--- config.mk ---
export PLATFORM = sky130hd
export DESIGN_NAME = selective_repeat_receiver_unit
export DESIGN_NICKNAME = d
export VERILOG_FILES = /design/src/rtl/srr_pkg.sv /design/src/rtl/srr_ram.sv /design/src/rtl/srr_front.sv /design/src/rtl/srr_back.sv /design/src/rtl/selective_repeat_receiver_unit.sv
export SDC_FILE = /design/constraint.sdc
export NUM_CORES = 2
export LEC_CHECK = 0
export ABC_AREA = 1
export BUFFER_PORTS_ARGS = -buffer_cell sky130_fd_sc_hd__clkbuf_2
export CELL_PAD_IN_SITES_DETAIL_PLACEMENT = 0
export CELL_PAD_IN_SITES_GLOBAL_PLACEMENT = 1
export CORE_ASPECT_RATIO = 0.75
export CORE_UTILIZATION = 30
export CTS_CLUSTER_DIAMETER = 80
export DETAILED_ROUTE_END_ITERATION = 16
export PLACE_DENSITY = 0.5
export SYNTH_ARGS = -nofsm -noshare
export SYNTH_HDL_FRONTEND = slang
export SYNTH_SLANG_ARGS = --single-unit
--- constraint.sdc ---
create_clock -name clk -period 49.1 [get_ports clk]
set_clock_uncertainty 0.2 [all_clocks]
set_input_delay 4.91 -clock clk [delete_from_list [all_inputs] [get_ports clk]]
set_output_delay 4.91 -clock clk [all_outputs]
set_load 0.01 [all_outputs]
--- src/rtl/srr_pkg.sv ---
// shared types and constants for the selective repeat receiver
package srr_pkg;

  localparam int MAX_WINDOW = 16;
  localparam int SLOT_W = $clog2(MAX_WINDOW);
  localparam int WIN_W = 5;
  localparam int LIM_W = 7;
  localparam int DATA_W = 160;
  localparam logic [7:0] SUM_OK = 8'hFF;

  localparam logic [0:0] CFG_WINDOW = 1'b0;
  localparam logic [0:0] CFG_LIMIT = 1'b1;

  localparam logic KIND_DELIVER = 1'b0;
  localparam logic KIND_ACK = 1'b1;

  typedef struct packed {
    logic [31:0] seq_number;
    logic [31:0] ack_number;
    logic [31:0] check_word;
    logic [63:0] payload_low;
    logic [63:0] payload_mid;
    logic [31:0] payload_high;
  } in_word_t;

  typedef struct packed {
    logic        kind;
    logic [63:0] data_low;
    logic [63:0] data_mid;
    logic [31:0] data_high;
    logic [6:0]  next_expected_out;
    logic [7:0]  ack_checksum;
    logic        last;
  } out_word_t;

  // classified packet passed from front to back
  typedef struct packed {
    logic [31:0]       seq;
    logic [7:0]        paysum;
    logic [DATA_W-1:0] data;
  } pkt_t;

  function automatic logic [7:0] byte_sum(input logic [255:0] v, input int n);
    logic [7:0] s;
    s = '0;
    for (int i = 0; i < 32; i++) begin
      if (i < n) s = s + v[8*i +: 8];
    end
    return s;
  endfunction

endpackage

--- src/rtl/srr_ram.sv ---
// generic single write, single read ram with registered read
module srr_ram #(
  parameter int WIDTH = 8,
  parameter int DEPTH = 16
) (
  input  logic                     clk,
  input  logic                     we,
  input  logic [$clog2(DEPTH)-1:0] waddr,
  input  logic [WIDTH-1:0]         wdata,
  input  logic [$clog2(DEPTH)-1:0] raddr,
  output logic [WIDTH-1:0]         rdata
);
  logic [WIDTH-1:0] mem [DEPTH];
  always_ff @(posedge clk) begin
    if (we) mem[waddr] <= wdata;
    rdata <= mem[raddr];
  end
endmodule

--- src/rtl/srr_front.sv ---
// front: byte sum check, drops bad packets, queues good ones
module srr_front import srr_pkg::*; (
  input  logic     clk,
  input  logic     rst_n,
  input  logic     in_valid,
  output logic     in_ready,
  input  in_word_t in_data,
  output logic     q_valid,
  input  logic     q_ready,
  output pkt_t     q_pkt
);
  // two entry queue
  pkt_t       q_r [2];
  logic [1:0] cnt_r, cnt_nxt;
  logic       rd_r, wr_r;
  logic [7:0] hsum, psum;
  logic       good, push, pop;

  always_comb begin
    psum = byte_sum({96'd0, in_data.payload_high, in_data.payload_mid,
                     in_data.payload_low}, 20);
    hsum = byte_sum({160'd0, in_data.seq_number, in_data.ack_number,
                     in_data.check_word}, 12);
  end
  assign good = (8'(hsum + psum) == SUM_OK);
  assign in_ready = (cnt_r != 2'd2);
  assign push = in_valid && in_ready && good;
  assign q_valid = (cnt_r != 2'd0);
  assign pop = q_valid && q_ready;
  assign q_pkt = q_r[rd_r];
  assign cnt_nxt = cnt_r + {1'b0, push} - {1'b0, pop};

  always_ff @(posedge clk) begin
    if (!rst_n) begin
      cnt_r <= '0;
      rd_r <= 1'b0;
      wr_r <= 1'b0;
    end else begin
      cnt_r <= cnt_nxt;
      if (push) wr_r <= ~wr_r;
      if (pop) rd_r <= ~rd_r;
    end
    if (push) q_r[wr_r] <= '{seq: in_data.seq_number, paysum: psum,
        data: {in_data.payload_high, in_data.payload_mid, in_data.payload_low}};
  end
endmodule

--- src/rtl/srr_back.sv ---
// back: window check, slot buffering, in-order drain and ack
module srr_back import srr_pkg::*; (
  input  logic             clk,
  input  logic             rst_n,
  input  logic             q_valid,
  output logic             q_ready,
  input  pkt_t             q_pkt,
  input  logic [WIN_W-1:0] win_reg,
  input  logic [LIM_W-1:0] lim_reg,
  output logic             out_valid,
  input  logic             out_ready,
  output out_word_t        out_data
);
  typedef enum logic [4:0] {
    S_IDLE  = 5'b00001,
    S_MOD   = 5'b00010,
    S_CLASS = 5'b00100,
    S_DRAIN = 5'b01000,
    S_ACK   = 5'b10000
  } state_t;

  state_t                st_r, st_nxt;
  logic [MAX_WINDOW-1:0] full_r;
  logic [LIM_W-1:0]      exp_seq_r;
  logic [LIM_W-1:0]      seq_red_r;  // exp_seq_r reduced mod lim
  logic [SLOT_W-1:0]     exp_slot_r;
  pkt_t                  pkt_r;
  logic [31:0]           val_r;      // wrapped seq + lim - exp, shifted out msb first
  logic [LIM_W-1:0]      part_r;
  logic [LIM_W-1:0]      rem_r;
  logic [5:0]            step_r;
  logic                  first_r;    // first delivery is the word just stored
  out_word_t             ob_r;

  logic [WIN_W-1:0]      win;
  logic [LIM_W-1:0]      lim;
  logic [SLOT_W-1:0]     idx, slot_inc;
  logic [5:0]            idx_sum;
  logic [DATA_W-1:0]     rd_data, drain_data;
  logic                  ram_we;
  logic [SLOT_W-1:0]     ram_ra;
  logic                  out_free, out_load;
  logic [LIM_W-1:0]      seq_inc;
  logic [LIM_W:0]        part_sh;
  logic [12:0]           lim_sh;
  logic [7:0]            nsum, ack_ck;

  assign win = (win_reg == '0) ? 5'd1 :
               (win_reg > 5'(MAX_WINDOW)) ? 5'(MAX_WINDOW) : win_reg;
  assign lim = (lim_reg < 7'd2) ? 7'd2 : lim_reg;
  assign idx_sum = 6'(exp_slot_r) + 6'(rem_r);
  assign idx = (idx_sum >= 6'(win)) ? SLOT_W'(idx_sum - 6'(win)) : SLOT_W'(idx_sum);
  assign slot_inc = (5'(exp_slot_r) + 5'd1 == win) ? '0 : exp_slot_r + SLOT_W'(1);
  assign seq_inc = (seq_red_r + 7'd1 == lim) ? '0 : seq_red_r + 7'd1;
  assign out_free = !out_valid || out_ready;
  assign out_load = out_free && ((st_r == S_DRAIN) || (st_r == S_ACK));
  assign q_ready = (st_r == S_IDLE);
  assign ram_we = (st_r == S_CLASS) && (rem_r < 7'(win)) && !full_r[idx];
  assign ram_ra = ram_we ? idx : (out_free ? slot_inc : exp_slot_r);
  assign drain_data = first_r ? pkt_r.data : rd_data;

  srr_ram #(.WIDTH(DATA_W), .DEPTH(MAX_WINDOW)) u_ram (
    .clk(clk), .we(ram_we), .waddr(idx), .wdata(pkt_r.data),
    .raddr(ram_ra), .rdata(rd_data)
  );

  assign nsum = 8'(exp_seq_r) + pkt_r.paysum;
  assign ack_ck = ~nsum;

  // restoring reduction, one bit a cycle
  assign part_sh = {part_r, val_r[31]};
  assign lim_sh = 13'(lim) << (3'd6 - step_r[2:0]);

  always_comb begin
    st_nxt = st_r;
    unique case (st_r)
      S_IDLE:  if (q_valid) st_nxt = S_MOD;
      S_MOD:   if (step_r == 6'd32) st_nxt = S_CLASS;
      S_CLASS: st_nxt = ram_we && (rem_r == '0) ? S_DRAIN : S_ACK;
      S_DRAIN: if (out_free && !(full_r[slot_inc] && slot_inc != exp_slot_r))
                 st_nxt = S_ACK;
      S_ACK:   if (out_free) st_nxt = S_IDLE;
      default: st_nxt = S_IDLE;
    endcase
  end

  always_ff @(posedge clk) begin
    if (!rst_n) begin
      st_r <= S_IDLE;
      full_r <= '0;
      exp_seq_r <= '0;
      exp_slot_r <= '0;
      out_valid <= 1'b0;
    end else begin
      st_r <= st_nxt;
      out_valid <= out_load || (out_valid && !out_ready);
      unique case (st_r)
        S_IDLE: begin
          if (q_valid) begin
            pkt_r <= q_pkt;
            val_r <= q_pkt.seq + 32'(lim) - 32'(exp_seq_r);
            seq_red_r <= exp_seq_r;
            part_r <= '0;
            step_r <= '0;
          end
        end
        S_MOD: begin
          // slot index brought below the window by repeated subtraction
          if ({1'b0, exp_slot_r} >= win)
            exp_slot_r <= SLOT_W'({1'b0, exp_slot_r} - win);
          // expected seq brought below lim, lim*64 down to lim
          if (step_r < 6'd7 && 13'(seq_red_r) >= lim_sh)
            seq_red_r <= LIM_W'(13'(seq_red_r) - lim_sh);
          if (step_r < 6'd32) begin
            val_r <= {val_r[30:0], 1'b0};
            part_r <= (part_sh >= {1'b0, lim}) ? LIM_W'(part_sh - {1'b0, lim}) :
                      part_sh[LIM_W-1:0];
            step_r <= step_r + 6'd1;
          end else begin
            rem_r <= part_r;
            step_r <= '0;
          end
        end
        S_CLASS: begin
          if (ram_we) full_r[idx] <= 1'b1;
          first_r <= 1'b1;
        end
        S_DRAIN: begin
          if (out_free) begin
            ob_r <= '{kind: KIND_DELIVER, data_low: drain_data[63:0],
                      data_mid: drain_data[127:64], data_high: drain_data[159:128],
                      next_expected_out: '0, ack_checksum: '0, last: 1'b0};
            full_r[exp_slot_r] <= 1'b0;
            exp_slot_r <= slot_inc;
            exp_seq_r <= seq_inc;
            seq_red_r <= seq_inc;
            first_r <= 1'b0;
          end
        end
        S_ACK: begin
          if (out_free) begin
            ob_r <= '{kind: KIND_ACK, data_low: pkt_r.data[63:0],
                      data_mid: pkt_r.data[127:64], data_high: pkt_r.data[159:128],
                      next_expected_out: exp_seq_r, ack_checksum: ack_ck, last: 1'b1};
          end
        end
        default: ;
      endcase
    end
  end
  assign out_data = ob_r;
endmodule

--- src/rtl/selective_repeat_receiver_unit.sv ---
// top level: selective repeat receiver with config registers
// delivered results leave one a cycle while out_ready is high; the back end
// takes no new packet until the current one is acked, and its bit-serial
// sequence offset reduction runs before each packet is classified
// reset: rst_n synchronous active low; slots empty, expected numbers zero,
// window 8 and sequence limit 16
module selective_repeat_receiver_unit import srr_pkg::*; (
  input  logic        clk,
  input  logic        rst_n,
  input  logic        in_valid,
  output logic        in_ready,
  input  in_word_t    in_data,
  output logic        out_valid,
  input  logic        out_ready,
  output out_word_t   out_data,
  input  logic        cfg_we,
  input  logic [0:0]  cfg_index,
  input  logic [6:0]  cfg_wdata
);
  logic [WIN_W-1:0] win_r;
  logic [LIM_W-1:0] lim_r;
  logic q_valid, q_ready;
  pkt_t q_pkt;

  always_ff @(posedge clk) begin
    if (!rst_n) begin
      win_r <= 5'd8;
      lim_r <= 7'd16;
    end else if (cfg_we) begin
      unique case (cfg_index)
        CFG_WINDOW: win_r <= cfg_wdata[WIN_W-1:0];
        CFG_LIMIT:  lim_r <= cfg_wdata;
        default: ;
      endcase
    end
  end

  srr_front u_front (.clk, .rst_n, .in_valid, .in_ready, .in_data,
                     .q_valid, .q_ready, .q_pkt);
  srr_back u_back (.clk, .rst_n, .q_valid, .q_ready, .q_pkt,
                   .win_reg(win_r), .lim_reg(lim_r), .out_valid, .out_ready,
                   .out_data);

  a_last_ack: assert property (@(posedge clk) disable iff (!rst_n)
    out_valid |-> (out_data.last == out_data.kind)) else $error("last mismatch");
  a_deliv_zero: assert property (@(posedge clk) disable iff (!rst_n)
    out_valid && !out_data.kind |-> out_data.ack_checksum == '0)
    else $error("delivery checksum");
  a_hold: assert property (@(posedge clk) disable iff (!rst_n)
    out_valid && !out_ready |=> out_valid) else $error("output dropped");
endmodule
# Word-level counts from Yosys, hierarchy flattened
# Memories as Yosys holds them, arrays and structs flattened. A register that Yosys moved wholly into a read port is not among the register bits.
# Cells that the tools add are included.
# W data, S select, Z words.
[totals]
wordCells = 210
reg_bits = 454
ram_bits = 2960
n_memories = 2
output_inout_bits = 179
[memory_table]
columns = ["name", "depth", "width", "read_ports", "rd_clocked_by_memory_dff", "write_ports", "line_no", "source"]
rows = [
  ["u_back.u_ram.mem", 16, 160, 1, 1, 1, "srr_ram.sv:13", "logic [WIDTH-1:0] mem [DEPTH];"],
  ["u_front.q_r", 2, 200, 1, 1, 1, "srr_front.sv:13", "pkt_t q_r [2];"],
]
[classes]
reduce_logical = 41
shifts = 1
n_bitwise = 8
muxes = 53
n_eq_ne = 20
order_cmp = 14
addsub = 46
[op_table]
columns = ["op", "n"]
rows = [
  ["$mux W177", 2],
  ["$pmux W177 S2", 1],
  ["$add A8 B8 Y8", 31],
  ["$mux W160", 1],
  ["$mux W32", 2],
  ["$pmux W32 S2", 1],
  ["$mux W7", 8],
  ["$mux W5", 7],
  ["$add A32 B7 Y32", 1],
  ["$mux W16", 2],
  ["$pmux W16 S2", 1],
  ["$sub A32 B7 Y32", 1],
  ["$pmux W5 S5", 1],
  ["$pmux W7 S3", 1],
  ["$mux W4", 5],
  ["$and A16 B16 Y16", 1],
  ["$ne A2 B1 Y1 const B", 8],
  ["$not A16 Y16", 1],
  ["$or A16 B16 Y16", 1],
  ["$lt A4 B5 Y1 const B", 3],
  ["$reduce_and A3 Y1", 5],
  ["$pmux W7 S2", 1],
  ["$sub A7 B7 Y7", 2],
  ["$ge A7 B13 Y1", 1],
  ["50 further kinds", 95],
]

# Longest topological paths before layout
[depth]
ltp_word = 24
depth_mapped = 39
ltp_nobuf = 39

# By module
# From an unflattened synthesis, not the netlist that was laid out.
[unflattened]
hier_cells = 12935
area_unflattened_um2 = 152004.5
[by_module_without_submodules]
columns = ["mod", "cells_per_inst", "area_per_inst_um2", "instances", "seq_area_each_um2"]
rows = [
  ["srr_ram", 9723, 109735.2, 1, 80076.8],
  ["srr_back", 1799, 21194.1, 1, 12792.3],
  ["srr_front", 1351, 20608.5, 1, 12111.6],
  ["selective_repeat_receiver_unit", 62, 466.7, 1, 240.2],
]

# Worst setup path before layout
# No wires, ideal clock.
[synth_path]
kind = "in2reg"
from = "input in_data[122] in the netlist's numbering"
to = "memory u_front.q_r[0][0] in the netlist's numbering (enable)"
stages = 35
n_path_buf = 0
required_ps = 48136
arrival_ps = 20966
slack_ps = 27170
setup_ps = 764
path_cell_list = "inv_1 -> fa_1 -> inv_1 -> fa_1 -> inv_1 -> fa_1 -> fa_1 -> inv_1 -> fa_1 -> fa_1 -> inv_1 -> fa_1 -> inv_1 -> ha_1 -> nand2_1 -> nor2_1 -> a211oi_1 -> nor2_1 -> o21ai_0 -> nand2_1 -> xor2_1 -> fa_1 -> inv_1 -> fa_1 -> fa_1 -> fa_1 -> xnor2_1 -> xor2_1 -> xor2_1 -> xor2_1 -> xnor2_1 -> inv_1 -> nand2_1 -> nand3_1 -> nor2_1"
[synth_between]
elab_chain_len = 22
[synth_rtl]
columns = ["element", "line_no", "source"]
rows = [
  ["from (decl)", "selective_repeat_receiver_unit.sv:12", "input in_word_t in_data,"],
  ["$add A8 B8 Y8 (17 in series)", "srr_pkg.sv:47", "if (i < n) s = s + v[8*i +: 8];"],
  ["named net u_front.psum[6]", "srr_front.sv:16", "logic [7:0] hsum, psum;"],
  ["$add A8 B8 Y8", "srr_front.sv:25", "assign good = (8'(hsum + psum) == SUM_OK);"],
  ["$eq A8 B8 Y1", "srr_front.sv:25", ""],
  ["$logic_and A1 B1 Y1", "srr_front.sv:27", "assign push = in_valid && in_ready && good;"],
  ["$mux W1", "srr_front.sv:43", "if (push) q_r[wr_r] <= '{seq: in_data.seq_number, paysum: psum,"],
  ["$mux W1 (not written as such)", "srr_front.sv:43", ""],
  ["to (decl)", "srr_front.sv:13", ""],
]
# The timed path passes the listed nets, and every way through them passes these cells.

# Worst setup path in the final report
[layout_path]
from = "input in_data[3] in the netlist's numbering"
to = "memory u_front.q_r[0][152] in the netlist's numbering (enable)"
[layout_between]
elab_chain_len = 9
[layout_rtl]
columns = ["element", "line_no"]
rows = [
  ["$add A8 B8 Y8 (4 in series)", "srr_pkg.sv:47"],
  ["named net u_front.psum[6]", "srr_front.sv:16"],
  ["$add A8 B8 Y8", "srr_front.sv:25"],
  ["$eq A8 B8 Y1", "srr_front.sv:25"],
  ["$logic_and A1 B1 Y1", "srr_front.sv:27"],
  ["$mux W1", "srr_front.sv:43"],
  ["$mux W1 (not written as such)", "srr_front.sv:43"],
]
# The timed path passes the listed nets, and every way through them passes these cells.

==> impl_metrics.py <==
metrics = {
    "run_status": {
        "outcome": "finished clean",
    },
    "synthesis": {
        "synth-async-reset-ratio_pct": 0,
        "ys_warn_count": 0,
        "synth_top_area_cell": "edfxtp_1",
        "seq_area_frac_synth_pct": 67.3,
        "synth.area.top_cells": "edfxtp_1 (65%), nand3_1 (10%), inv_1 (7.2%)",
        "synth_ff_type": "edfxtp_1",
        "yosys.area.top_type_share_pct": 64.6,
        "synth_edf_count": 3364,
        "synthesis.area_mm2": 0.156,
        "synth.avg_cell_area_um2": 11.3,
        "ys_types": 51,
        "synth_nets": 14500,
        "ys_ff_latch": 3574,
        "netlist_instances": 13900,
    },
    "critical_path": {
        "startpoint_type": "input pin",
        "crit_slowest_cell": "buf_4",
        "r2r-start": "u_back.exp_slot_r[2]$_SDFFE_PN0P_",
        "setup.worst_path.end_class": "flop",
        "critPathRequiredTime_ns": 49.52,
        "reg2reg_slack_ns": 39.95,
        "crit_buf_inv": 10,
        "worstSetupPathType": "in2reg",
        "timing.rr.end": "u_back.u_ram.rdata[145]$_DFF_P_",
        "cpLargestDelayFamily": "adder cells",
        "r2r.worst_path.cells": 31,
        "critical-path-max-stage-delay_ns": 0.86,
        "crit_top_cell": "fa_1",
        "path_max_fanout": 53,
        "arrival_ns": 17.53,
    },
    "global_routing": {
        "overflow": 0,
        "grt_max_degree": 158,
        "grt_pass1_wl_um": 771000,
        "grt_antenna_before_repair": 93,
        "grt_use_total_pct": 20.5,
        "grt_pass1_vias": 96200,
    },
    "die": {
        "ios": 448,
        "dieArea_mm2": 0.524,
        "start_util_pct": 30.1,
        "placementRows": 229,
        "dieWidth_um": 836,
        "die_y_um": 627,
        "core_area_mm2": 0.519,
    },
    "timing": {
        "fmax_ghz": 0.0584,
        "timing.final.crit_share_pct": 34.8,
        "relSlewSlack_pct": 22.5,
        "final_hold_viol_count": 0,
        "tightest_slew_ns": 1.16,
        "fin_setup_tns_ns": 0,
        "rsz0062_at_grt": "no",
        "period_minus_slack_ns": 17.11,
        "setup_viol": 0,
        "drv_slew": 0,
        "setup_ws_ns": 31.99,
    },
    "pwr": {
        "p_per_area_mw_per_mm2": 67.3,
        "p_sw_mw": 4.70,
        "p_int_mw": 7.39,
        "cellLeakagePower_nw": 73.3,
        "p_comb_share_pct": 41.8,
        "swShare_pct": 38.9,
        "clockPowerShare_pct": 25.2,
        "ir_worst_vdd_v": 0.000422,
        "sequentialPowerShare_pct": 33.0,
    },
    "layout": {
        "final_cell_mix": "edfxtp_1 (3364), nand3_1 (3113), inv_1 (3015)",
        "n_fill_cell": 51600,
        "final_common_cell": "edfxtp_1",
        "final_layout_size_suffix_gt1_share_pct": 11.3,
        "syn_to_final_growth_pct": 14.7,
        "layout.nets": 14800,
    },
    "place": {
        "io_buffers": 447,
        "hpwl_um": 306000,
        "dp_slack_ns": 30.90,
        "gp_congestion": 0.778,
    },
    "run": {
        "max-cap-violations": 0,
    },
    "clocking": {
        "hold_buffers": 0,
        "postCtsSetupBuffers": 0,
        "cts.clk_slew.worst_paths_ns": 0.06,
        "htree_num_levels": 5,
        "cts_tree": "done",
        "cts_root_buffer": "clkbuf_16",
        "clk_path_buf_depth": 4,
        "numClockSinks": 3574,
        "numCtsBuffers": 400,
        "clock_latency_ns": 1.02,
        "ctsResizeCount": 0,
    },
    "routing": {
        "first_pass_iters": 6,
        "via_count": 99000,
        "route.antenna.remaining_nets": 0,
        "wl_um": 549000,
        "via_per_inst": 4.59,
        "drc": 0,
        "routedWlPerCell_um": 25.5,
        "drtIter0Drc": 7952,
    },
    "hold_path": {
        "hp-start": "u_front.rd_r$_SDFFE_PN0P_",
        "min_path_type": "reg2reg",
        "hold_depth": 1,
    },
}
-- registers in the layout, summed over array words and instances (netlist names), 16 cells and up, named ones only --
| name | count |
|---|---|
| u_back.out_data | 176 |
| u_back.val_r | 32 |
| u_back.pkt_r | 168 |
| u_back.full_r | 16 |
| u_back.u_ram.mem | 2560 |
| u_back.u_ram.rdata | 160 |
| u_front.q_r | 400 |
-- cells by family (layout without fill, tap and decap cells) --
logic type               Yosys count  count (layout)  synth area share [%]
AND/OR/NAND/NOR                 5543            5543                  16.0
flip-flops                      3574            3574                  67.3
buffers and inverters           3710            4445                  9.30
multiplexers                     339             339                  2.43
adder cells (fa/ha/maj)          300             300                  3.32
other                              0              15                     0
XOR/XNOR                          98              98                 0.549
AO/OA/AOI/OAI                    325             325                  1.17
-- power by group through the flow --
stage	Clock, mW	Combinational (mW)	Sequential (mW)
CTS	3.13	5.11	3.99
global placement	0	5.12	4.05
detailed placement	0	5.08	4.06
global route	3.24	5.71	4.02
floorplan	0	3.58	4.10
finish	3.05	5.05	3.99
-- how the worst max path moves through the flow --
stage / startpoint / to / slack, ns / cells past startpoint
floorplan: in_data[122] / u_front.q_r[0][0]$_DFFE_PP_ / 27.17 / 35
global placement: in_data[3] / u_front.q_r[0][154]$_DFFE_PP_ / 30.89 / 37
detailed placement: in_data[3] / u_front.q_r[0][158]$_DFFE_PP_ / 30.90 / 37
CTS: in_data[3] / u_front.q_r[0][152]$_DFFE_PP_ / 31.94 / 37
global route: in_data[3] / u_front.q_r[0][152]$_DFFE_PP_ / 31.47 / 37
finish: in_data[3] / u_front.q_r[0][152]$_DFFE_PP_ / 31.99 / 37
-- worst reg2reg max path, delay by kind of cell (launching register included) --
family	cells	cell delay, ns
XOR/XNOR	1	0.16
AO/OA/AOI/OAI	4	1.52
buffers and inverters	7	3.84
AND/OR/NAND/NOR	17	2.04
adder cells (fa/ha/maj)	2	0.73
flip-flops	1	0.58
-- Yosys cell counts (all sizes together), types with 2 or more instances --
cell and instances:
o21ai 139, or2 19, nor4 7, buf 479, edfxtp 3364, mux2i 9, o21a 6, o211ai 7
nand2 2225, a21o 4, a21oi 113, nand4 18, o221ai 10, xor2 53, nor3 33, nand3 3117
a221oi 2, inv 3021, nor2 120, a31oi 21, fa 192, o21bai 4, clkbuf 208, a211oi 16
dfxtp 210, clkinv 2, mux2 330, xnor2 45, ha 108
-- per-layer routing --
metal	track usage, %	up-vias	routed length, um
met5	0	-	402
met4	4.20	64	11300
met3	3.13	680	27100
met2	32.3	2181	246000
met1	29.9	49300	264000
li1	-	46800	-
-- final cells by class --
cell class / instances / area, um^2 / area share, %
Multi-Input combinational cell: 6605 / 36900 / 20.5
Antenna cell: 15 / 37.5 / 0.0209
Inverter: 3023 / 11400 / 6.34
Timing Repair Buffer: 671 / 4230 / 2.36
Sequential cell: 3574 / 105000 / 58.6
Clock inverter: 194 / 1980 / 1.10
Clock buffer: 557 / 11100 / 6.18
Tap cell: 6930 / 8670 / 4.83
-- through the flow --
step	std cells	util [%]	total power, mW	hold slack, ns	area [um^2]
global route	21600	34.6	13.0	0.268	179000
global placement	20800	32.1	9.18	0.227	166000
detailed placement	20800	32.1	9.13	0.237	166000
floorplan	13900	-	7.68	0.225	156000
finish	21600	34.6	12.1	0.249	179000
CTS	21600	34.6	12.2	0.247	179000
Note: power is estimated with default switching activity, not from simulation.
